**src/rtl/ocv_smul.sv**
```systemverilog
`timescale 1ns / 1ps
module ocv_smul (
    input  logic               i_clk,
    input  logic               i_rst_n,
    input  logic               i_start,
    input  logic signed [32:0] i_a,
    input  logic signed [32:0] i_b,
    output logic               o_done,
    output logic signed [65:0] o_prod
);
    logic signed [32:0] r_a;
    logic [33:0]        r_hi;
    logic [32:0]        r_lo;
    logic [5:0]         r_cnt;
    logic               r_busy, r_done;
    logic signed [33:0] w_add, w_sum;
    logic [66:0]        w_full;

    always_comb begin
        if (!r_lo[0]) begin
            w_add = '0;
        end else if (r_cnt == 6'd32) begin
            w_add = -$signed({r_a[32], r_a});
        end else begin
            w_add = $signed({r_a[32], r_a});
        end
        w_sum = $signed(r_hi) + w_add;
    end

    assign w_full = {r_hi, r_lo};
    assign o_prod = $signed(w_full[65:0]);
    assign o_done = r_done;

    always_ff @(posedge i_clk) begin
        if (!i_rst_n) begin
            r_busy <= 1'b0;
            r_done <= 1'b0;
            r_cnt  <= '0;
        end else begin
            r_done <= 1'b0;
            if (i_start) begin
                r_a    <= i_a;
                r_hi   <= '0;
                r_lo   <= i_b;
                r_cnt  <= '0;
                r_busy <= 1'b1;
            end else if (r_busy) begin
                r_hi  <= {w_sum[33], w_sum[33:1]};
                r_lo  <= {w_sum[0], r_lo[32:1]};
                r_cnt <= r_cnt + 6'd1;
                if (r_cnt == 6'd32) begin
                    r_busy <= 1'b0;
                    r_done <= 1'b1;
                end
            end
        end
    end
endmodule

```
**config.mk**
```make
export PLATFORM = sky130hd
export DESIGN_NAME = ocv_smul
export DESIGN_NICKNAME = d
export VERILOG_FILES = /design/src/rtl/ocv_smul.sv
export SDC_FILE = /design/constraint.sdc
export NUM_CORES = 1
export LEC_CHECK = 0
export BUFFER_PORTS_ARGS = -buffer_cell sky130_fd_sc_hd__buf_4
export CAP_MARGIN = 20
export CORE_ASPECT_RATIO = 0.6
export CORE_UTILIZATION = 29
export DETAILED_ROUTE_END_ITERATION = 7
export GPL_ROUTABILITY_DRIVEN = 0
export SYNTH_ARGS = -nofsm -noshare
export SYNTH_HDL_FRONTEND = slang
export SYNTH_SLANG_ARGS = --single-unit
```
**constraint.sdc**
```tcl
create_clock -name i_clk -period 9 [get_ports i_clk]
set_clock_uncertainty 0.1 [all_clocks]
set_input_delay 0.9 -clock i_clk [delete_from_list [all_inputs] [get_ports i_clk]]
set_output_delay 0.9 -clock i_clk [all_outputs]
set_load 0.01 [all_outputs]
```
==> results.py, run 1 <==
metrics = {
    "status": {
        "status": "complete, no violations",
    },
    "routing": {
        "first_pass_iters": 5,
        "wl_mm": 18.5,
        "drc_errors": 0,
        "drtIter0Drc": 618,
        "post_drt_wl_per_cell_um": 17.1,
        "routed_via_density": 4.91,
        "vias": 5314,
        "ant_nets": 0,
    },
    "timing": {
        "final.setup.tns_ns": 0,
        "drv_slew": 0,
        "worst_pin_slew_ns": 0.917,
        "rsz0062_at_grt": "no",
        "fin_crit_sh_pct": 51.1,
        "min_period_ns": 4.60,
        "finalHoldViolations": 0,
        "slew_headroom_pct": 38.9,
        "setup_viol": 0,
        "fmaxAchievable_ghz": 0.217,
    },
    "global_route": {
        "antenna_found_initial": 0,
        "grt_usage_pct": 15.4,
        "grt_pass1_wl_mm": 28.6,
        "grt_max_degree": 77,
        "grt-ovfl-total": 0,
        "grt_pass1_vias": 4896,
    },
    "pwr": {
        "p_per_area_mw_per_mm2": 163,
        "ir_drop_v": 0.0000948,
        "switching_share_pct": 29.0,
        "p_switching_mw": 0.402,
        "p_clk_share_pct": 32.1,
        "internal-power_mw": 0.985,
        "pwr-share-seq_pct": 44.9,
        "power_leakage_nw": 3.33,
        "power_frac_comb_pct": 23.0,
    },
    "setup_path": {
        "cp_data_arrival_time_ns": 4.62,
        "rr_startpoint": "r_cnt[0]$_SDFFE_PP0P_",
        "cp.required_ns": 9.02,
        "worstPathMaxFanout": 18,
        "reg2reg_depth": 14,
        "rr_endpoint": "r_hi[27]$_SDFFCE_PP0P_",
        "worstSetupEndpointType": "register",
        "rrSetupSlack_ns": 4.40,
        "critical_path_class": "reg -> reg",
        "start_kind": "register",
    },
    "logic_synthesis": {
        "synth-async-reset-ratio_pct": 0,
        "syn-cell-area_sq_mm": 0.00689,
        "syn-num-nets": 745,
        "syn_area_per_cell_sq_um": 10.8,
        "synth.ff_latch_count": 107,
        "ys_types": 80,
        "seq_area_frac_synth_pct": 45.5,
        "synth_ff_type": "edfxtp_1",
        "synthCells": 639,
        "synth_warnings": 0,
        "synth-edff-count": 99,
    },
    "job": {
        "maxCapViolCount": 0,
    },
    "floorplan": {
        "io_pins": 136,
        "die_w_um": 201,
        "start_util_pct": 29.7,
        "coreArea_sq_mm": 0.0232,
        "die-area_sq_mm": 0.0244,
        "die_h_um": 121,
        "rows": 43,
    },
    "place": {
        "io_buffers": 135,
        "dp_hpwl_mm": 14.1,
        "dp_cells": 1066,
    },
    "worst_hold_path": {
        "min_path_cells": 2,
        "hold_end": "r_cnt[5]$_SDFFE_PP0P_",
        "holdCritPathClass": "reg -> reg",
        "min_from": "r_cnt[5]$_SDFFE_PP0P_",
    },
    "finish": {
        "final_common_cell": "buf_4",
        "drive_gt1_share_pct": 28.6,
        "final_cell_mix": "buf_4 (138), edfxtp_1 (99), nor2_1 (59), a21oi_1 (46), mux2_2 (37)",
        "antenna_cells": 0,
        "final_cells": 1082,
        "syn2layout_area_growth_pct": 23.6,
        "layout.nets": 868,
    },
    "clock_tree": {
        "cts_root_buf": "clkbuf_16",
        "clockBufferDepth": 2,
        "cts_buffers": 9,
        "cts.sinks": 107,
        "htree_levels": 3,
        "cts_tree": "done",
        "holdBufCountCts": 0,
        "post_cts_buffers": 0,
        "post_cts_resized": 0,
        "clkTransAtPathRegs_ns": 0.08,
        "insertion_delay_ns": 0.36,
    },
}
==> state kept, by name (all words and copies together), names as in the netlist <==
register	cells
o_done	1
r_a	33
r_busy	1
r_cnt	6
r_hi	33
r_lo	33
==> layer usage <==
layer / wire [um] / up-vias / track usage, % / share of wire (%)
met4: 182 / 0 / 3.63 / 0.99
met5: 0 / - / 0 / 0
met1: 10500 / 2514 / 25.8 / 57
met3: 1140 / 11 / 3.46 / 6.2
met2: 6700 / 155 / 18.4 / 36
li1: - / 2634 / - / -
==> worst max-delay path: stages, from the launching register on <==
cell      delay, ns
dfxtp_1        0.35
inv_1          0.07
ha_1           0.13
nor4b_2        0.34
nand2_1        0.46
or3_1          0.48
a21boi_0       0.30
ha_1           0.37
nand2_1        0.10
o211a_1        0.24
a211oi_1       0.33
o32ai_1        0.16
or3_4          0.41
o21bai_1       0.17
mux2_2         0.34
==> how the worst max path moves through the flow <==
stage / startpoint / endpoint / depth (start not counted) / slack, ns
6_report: r_cnt[0]$_SDFFE_PP0P_ / r_hi[27]$_SDFFCE_PP0P_ / 14 / 4.40
5_1_grt: r_cnt[0]$_SDFFE_PP0P_ / r_hi[27]$_SDFFCE_PP0P_ / 14 / 4.09
4_1_cts: r_cnt[0]$_SDFFE_PP0P_ / r_hi[27]$_SDFFCE_PP0P_ / 14 / 4.41
3_5_place_dp: r_cnt[0]$_SDFFE_PP0P_ / r_hi[27]$_SDFFCE_PP0P_ / 14 / 4.43
3_3_place_gp: r_cnt[0]$_SDFFE_PP0P_ / r_hi[27]$_SDFFCE_PP0P_ / 14 / 4.57
2_1_floorplan: r_cnt[0]$_SDFFE_PP0P_ / r_hi[27]$_SDFFCE_PP0P_ / 17 / 4.94
==> cells in the mapped netlist (16+ instances only) <==
| master | n | share of area [%] |
|---|---|---|
| xnor2_1 | 25 | 3.2 |
| xor2_1 | 24 | 3.1 |
| nor2_1 | 59 | 3.2 |
| nor3_1 | 19 | 1.4 |
| a21oi_1 | 46 | 3.3 |
| edfxtp_1 | 99 | 43 |
| and2_1 | 32 | 2.9 |
| o21ai_0 | 28 | 2.0 |
| ha_1 | 36 | 6.5 |
| inv_1 | 16 | 0.87 |
| mux2_2 | 37 | 6.0 |
| nand2_1 | 28 | 1.5 |
==> power groups by stage <==
stage                     registers, mW  clock network, mW  logic, mW
after floorplan                   0.634                  0      0.198
after global placement            0.635                  0      0.314
after detailed placement          0.635                  0      0.315
after CTS                         0.624              0.459      0.317
after global routing              0.629              0.477      0.352
final                             0.624              0.445      0.319
==> area by class of cell <==
class	count	area, sq um
clock inverter	7	100
tap	315	394
multi-input combinational	490	3570
sequential	107	3130
clock buffer	9	225
timing repair buffer	138	1040
fill	2302	14700
inverter	16	60.1
==> cell families after synthesis <==
kind of cell | count (synthesis) | synth area share (%)
AO/OA/AOI/OAI | 145 | 14.5
buffers and inverters | 42 | 2.74
XOR/XNOR | 49 | 6.23
multiplexers | 42 | 6.92
adder cells (fa/ha/maj) | 37 | 6.83
AND/OR/NAND/NOR | 217 | 17.3
flip-flops | 107 | 45.5
==> per-stage QoR <==
| step | setup WS, ns | total power, mW | instance area [sq um] | hold slack (ns) | util [%] |
|---|---|---|---|---|---|
| global placement | 4.57 | 0.949 | 8190 | 0.415 | 35.3 |
| floorplan | 4.94 | 0.833 | 6890 | 0.392 | - |
| global route | 4.09 | 1.46 | 8520 | 0.496 | 36.7 |
| detailed placement | 4.43 | 0.951 | 8190 | 0.436 | 35.3 |
| CTS | 4.41 | 1.40 | 8520 | 0.447 | 36.7 |
| finish | 4.40 | 1.39 | 8520 | 0.445 | 36.7 |
Note: power is estimated with default switching activity, not from simulation.
==> run 2: changes to the inputs <==
--- a/config.mk
+++ b/config.mk
@@ -5,6 +5,7 @@
 export SDC_FILE = /design/constraint.sdc
 export NUM_CORES = 1
 export LEC_CHECK = 0
+export ABC_AREA = 1
 export BUFFER_PORTS_ARGS = -buffer_cell sky130_fd_sc_hd__buf_4
 export CAP_MARGIN = 20
 export CORE_ASPECT_RATIO = 0.6
==> constraint.sdc (replaced) <==
create_clock -name i_clk -period 4.7 [get_ports i_clk]
set_clock_uncertainty 0.1 [all_clocks]
set_input_delay 0.47 -clock i_clk [delete_from_list [all_inputs] [get_ports i_clk]]
set_output_delay 0.47 -clock i_clk [all_outputs]
set_load 0.01 [all_outputs]
==> results.py, run 2 <==
metrics = {
    "timing": {
        "rsz0062_at_grt": "no",
        "setup_viol": 0,
        "drv_slew": 0,
        "final.setup.tns_ns": 0,
        "fin_crit_sh_pct": 78.8,
        "finalHoldViolations": 0,
        "fmaxAchievable_ghz": 0.270,
        "slew_headroom_pct": 37.8,
        "worst_pin_slew_ns": 0.931,
        "min_period_ns": 3.70,
        "worst_slack_ns": 0.998,
    },
    "setup_path": {
        "critical_path_class": "reg -> reg",
        "reg2reg_depth": 17,
        "worstSetupEndpointType": "register",
        "rr_startpoint": "r_cnt[1]$_SDFFE_PP0P_",
        "rrSetupSlack_ns": 1.0,
        "rr_endpoint": "r_hi[28]$_SDFFCE_PP0P_",
        "worstPathMaxFanout": 28,
        "cp_data_arrival_time_ns": 3.73,
        "start_kind": "register",
        "cp.required_ns": 4.73,
        "crit_start": "r_cnt[1]$_SDFFE_PP0P_",
    },
    "finish": {
        "reg.largest.list": "r_a x33, r_hi x33, r_lo x33",
        "fillers": 2495,
        "syn2layout_area_growth_pct": 23.6,
        "final_common_cell": "nand2_1",
        "final_area_sq_mm": 0.00878,
        "final_cell_mix": "nand2_1 (272), buf_4 (141), nor2_1 (125), edfxtp_1 (99), inv_1 (90)",
        "drive_gt1_share_pct": 18.4,
        "layout.nets": 1173,
        "antenna_cells": 0,
    },
    "global_route": {
        "grt-ovfl-total": 0,
        "grt_pass1_wl_mm": 34.5,
        "grt_usage_pct": 18.2,
        "grt_pass1_vias": 6220,
        "grt_max_degree": 41,
        "antenna_found_initial": 0,
    },
    "routing": {
        "post_drt_wl_per_cell_um": 15.8,
        "routed_via_density": 4.84,
        "ant_nets": 0,
        "first_pass_iters": 5,
        "wl_mm": 21.9,
        "vias": 6719,
        "drtIter0Drc": 560,
        "drc_errors": 0,
    },
    "worst_hold_path": {
        "min_from": "i_a[8]",
        "min_path_cells": 1,
        "holdCritPathClass": "in -> reg",
        "hold_end": "r_a[8]$_DFFE_PP_",
    },
    "place": {
        "dpl_cell_area_sq_mm": 0.00849,
        "io_buffers": 135,
        "dp_hpwl_mm": 17.4,
        "pre_cts_ws_ns": 1.07,
    },
    "floorplan": {
        "start_util_pct": 30.2,
        "rows": 43,
        "die_h_um": 123,
        "die-area_sq_mm": 0.0252,
        "io_pins": 136,
        "die_w_um": 204,
        "coreArea_sq_mm": 0.0236,
    },
    "clock_tree": {
        "clockBufferDepth": 2,
        "clkTransAtPathRegs_ns": 0.08,
        "cts_buffers": 9,
        "post_cts_resized": 0,
        "holdBufCountCts": 0,
        "cts_tree": "done",
        "cts_root_buf": "clkbuf_16",
        "insertion_delay_ns": 0.38,
        "post_cts_buffers": 0,
        "cts.sinks": 107,
        "htree_levels": 3,
    },
    "status": {
        "status": "complete, no violations",
    },
    "logic_synthesis": {
        "synth_warnings": 0,
        "synth-xor-area-share_pct": 0.739,
        "synth_common_cells": "nand2_1 (272), nor2_1 (125), edfxtp_1 (99)",
        "ys_types": 40,
        "synth.ff_latch_count": 107,
        "synthTopCellsByArea": "edfxtp_1 (42%), nand2_1 (14%), nor2_1 (6.6%)",
        "seq_area_frac_synth_pct": 44.1,
        "syn_area_per_cell_sq_um": 7.63,
        "yosys.area_share.simple_pct": 28.9,
        "synth.most_common_cell": "nand2_1",
        "syn-cell-area_sq_mm": 0.00711,
        "synth_compound_area_share_pct": 13.5,
        "synth-edff-count": 99,
        "syn-num-nets": 1038,
        "synthCells": 932,
        "synth_top_area_share_pct": 41.8,
        "synth-async-reset-ratio_pct": 0,
        "synth_ff_type": "edfxtp_1",
        "synth_top_family_by_area": "simple AND/OR/NAND/NOR gates",
        "synth-adder-area-share_pct": 6.62,
        "synth_area_leader_cell": "edfxtp_1",
        "post_synth_mux_area_share_pct": 0,
    },
    "job": {
        "maxCapViolCount": 0,
    },
    "pwr": {
        "p_per_area_mw_per_mm2": 291,
        "power_mw": 2.56,
        "power_leakage_nw": 3.96,
        "ir_drop_v": 0.000173,
    },
}
==> run 2: cell count changes after synthesis, sizes merged, moves of 39 or more <==
cell	before	now
a21oi	47	93
inv	16	94
mux2	39	0
nand2	28	282
nor2	59	136
o21ai	31	74
==> run 2: worst max-delay path by stage <==
| stage | endpoint | slack [ns] |
|---|---|---|
| global route | r_hi[23]$_SDFFCE_PP0P_ | 0.69 |
| CTS | r_hi[29]$_SDFFCE_PP0P_ | 1.04 |
| finish | r_hi[28]$_SDFFCE_PP0P_ | 1.0 |
| global placement | r_hi[29]$_SDFFCE_PP0P_ | 1.13 |
| floorplan | r_busy$_SDFF_PN0_ | 0.08 |
| detailed placement | r_hi[29]$_SDFFCE_PP0P_ | 1.07 |
==> run 2: power breakdown <==
part	total, mW	internal (mW)	switching (mW)
registers	1.18	1.13	0.0561
clock network	0.784	0.374	0.410
logic	0.591	0.223	0.367
==> run 2: stage by stage <==
stage	utilization (%)	std cells	hold WS, ns
2_1_floorplan	-	932	0.368
3_3_place_gp	36.0	1371	0.384
3_5_place_dp	36.0	1371	0.395
4_1_cts	37.3	1387	0.134
5_1_grt	37.3	1387	0.134
6_report	37.3	1387	0.161
==> run 2: logic make-up (layout without fill, tap and decap cells) <==
group,count (synthesis),after routing
XOR/XNOR,6,6
AO/OA/AOI/OAI,180,180
adder cells (fa/ha/maj),37,37
AND/OR/NAND/NOR,490,490
buffers and inverters,112,252
flip-flops,107,107
==> run 2: critical path: stages (launching register included) <==
cell,delay (ns)
dfxtp_1,0.37
inv_1,0.08
ha_1,0.18
nand3_1,0.08
buf_4,0.25
inv_2,0.26
o21ai_2,0.20
nand2_1,0.10
o21ai_0,0.16
a21oi_1,0.08
ha_1,0.39
nand2_2,0.11
o21ai_0,0.40
a21oi_1,0.16
nor2_1,0.21
nor2_1,0.11
a21oi_1,0.15
nor2_1,0.06
==> run 2: final cells by class <==
cell class	count	area, sq um	area share [%]
tap	315	394	4.49
inverter	95	357	4.06
timing repair buffer	141	1060	12.1
clock buffer	9	225	2.56
multi-input combinational	713	3550	40.4
clock inverter	7	67.6	0.769
sequential	107	3130	35.7
==> run 2: routing by layer <==
metal  up-vias  routed length [um]  global-route usage [%]
met3        10                2150                    6.88
met5         -                   0                       0
met1      3059               11400                    27.9
met4         0                 159                    3.13
li1       3397                   -                       -
met2       253                8220                    23.8
==> run 3: changes to the inputs <==
==> constraint.sdc (replaced) <==
create_clock -name i_clk -period 3.26 [get_ports i_clk]
set_clock_uncertainty 0.1 [all_clocks]
set_input_delay 0.326 -clock i_clk [delete_from_list [all_inputs] [get_ports i_clk]]
set_output_delay 0.326 -clock i_clk [all_outputs]
set_load 0.01 [all_outputs]
==> results.py, run 3 (synthesis gave the netlist of run 2 again) <==
metrics = {
    "timing": {
        "fin_crit_sh_pct": 99.7,
        "worst_pin_slew_ns": 0.706,
        "finalHoldViolations": 0,
        "min_period_ns": 3.25,
        "worst_slack_ns": 0.0104,
        "slew_headroom_pct": 53.0,
        "drv_slew": 0,
        "fmaxAchievable_ghz": 0.308,
        "setup_viol": 0,
        "rsz0062_at_grt": "yes",
        "hold_ws_ns": 0.0180,
    },
    "routing": {
        "wl_mm": 23.9,
        "vias": 7243,
        "first_pass_iters": 5,
        "drc_errors": 0,
        "post_drt_wl_per_cell_um": 16.2,
        "drtIter0Drc": 569,
        "routed_via_density": 4.89,
        "ant_nets": 0,
    },
    "floorplan": {
        "io_pins": 136,
        "coreArea_sq_mm": 0.0236,
        "die_h_um": 123,
        "rows": 43,
        "die_w_um": 204,
        "start_util_pct": 30.2,
        "die-area_sq_mm": 0.0252,
    },
    "global_route": {
        "grt-ovfl-total": 0,
        "grt_usage_pct": 18.8,
        "grt_pass1_vias": 6456,
        "grt_pass1_wl_mm": 35.6,
        "antenna_found_initial": 0,
        "grt_max_degree": 65,
    },
    "setup_path": {
        "worst_path_max_delay_cell": "edfxtp_1",
        "worstSetupEndpointType": "register",
        "crit_family": "simple AND/OR/NAND/NOR gates",
        "critical_path_class": "reg -> reg",
        "crit_top_cell": "nand2_2",
        "max_stage_delay_ns": 0.48,
        "start_kind": "register",
        "crit_chain": "nor2_2, nand2_2, nor2_4, nand2_2, o21ai_4, o21ai_2, o21ai_1, a21oi_1, ha_1, buf_4, nand2_2, nor2_2, nand2_1, nor2_1, nand2_2, a21oi_1, nor2_1",
        "worstPathMaxFanout": 5,
        "crit_buf_inv": 1,
        "cp.required_ns": 3.30,
        "cp_data_arrival_time_ns": 3.29,
    },
    "place": {
        "io_buffers": 135,
        "pre_cts_ws_ns": -0.159,
        "dp_hpwl_mm": 17.7,
    },
    "finish": {
        "layout.nets": 1266,
        "reg.largest.list": "r_a x33, r_hi x33, r_lo x33",
        "final_common_cell": "nand2_1",
        "antenna_cells": 0,
        "drive_gt1_share_pct": 37.3,
        "final_cell_mix": "nand2_1 (240), buf_4 (212), edfxtp_1 (99), nor2_1 (93), inv_1 (83)",
        "syn2layout_area_growth_pct": 46.5,
    },
    "clock_tree": {
        "cts.sinks": 107,
        "cts_root_buf": "clkbuf_16",
        "htree_levels": 3,
        "clkTransAtPathRegs_ns": 0.08,
        "clockBufferDepth": 2,
        "cts_tree": "done",
        "insertion_delay_ns": 0.38,
        "cts_buffers": 9,
    },
    "pwr": {
        "ir_drop_v": 0.000341,
        "power_mw": 4.05,
        "power_leakage_nw": 4.54,
        "p_per_area_mw_per_mm2": 389,
    },
    "job": {
        "maxCapViolCount": 0,
    },
    "worst_hold_path": {
        "holdCritPathClass": "in -> reg",
    },
    "status": {
        "status": "complete, no violations",
    },
}
[run 3: worst paths after layout]
| kind | cells after the start | startpoint | slack [ns] | endpoint |
|---|---|---|---|---|
| setup / recovery | 17 | r_a[2]$_DFFE_PP_ | 0.01 | r_hi[28]$_SDFFCE_PP0P_ |
| hold / removal | 1 | i_a[19] | 0.02 | r_a[19]$_DFFE_PP_ |
| setup reg to reg | 17 | r_a[2]$_DFFE_PP_ | 0.01 | r_hi[28]$_SDFFCE_PP0P_ |
| hold reg to reg | 2 | r_cnt[0]$_SDFFE_PP0P_ | 0.39 | r_cnt[0]$_SDFFE_PP0P_ |
[run 3: final cells by class]
class                   count  area (sq um)
clock buffers               9           225
clock inverters             7          67.6
fillers                  2369         13200
inverters                  95           362
multi-input cells         713          4390
flip-flops and latches    107          3130
well taps                 315           394
repair buffers            233          1830
repair inverters            1          5.00
[run 3: timing repair]
| item | CTS | global route |
|---|---|---|
| pin swaps | 19 | 61 |
| hold endpoints to repair | 13 | 0 |
| setup endpoints to repair | 17 | 24 |
| gates resized for setup | 32 | 206 |
| cloned | 0 | 1 |
| setup buffers | 2 | 21 |
| hold buffers | 13 | 0 |
[run 3: metal layers]
metal  up-vias  global-route usage, %  part of all wire (%)
met5         -                      0                     0
met4         0                   2.80                  0.79
met3        20                   6.54                   9.7
met2       296                   24.6                    40
met1      3332                   29.1                    49
li1       3595                      -                     -
[run 3: power by group]
| group | total [mW] | switching [mW] | internal (mW) | leakage (nW) |
|---|---|---|---|---|
| logic | 1.20 | 0.686 | 0.516 | 3.38 |
| registers | 1.71 | 0.0864 | 1.62 | 1.02 |
| clock network | 1.13 | 0.592 | 0.541 | 0.146 |
| total | 4.05 | 1.36 | 2.68 | 4.54 |
[run 3: metrics by stage]
step	instances	area (sq um)	setup TNS (ns)	utilization, %
floorplan	932	7110	0	-
global placement	1427	8930	-0.621	37.9
detailed placement	1427	8930	-1.20	37.9
CTS	1458	9460	0	40.2
global route	1480	10400	-1.46	44.2
finish	1480	10400	0	44.2
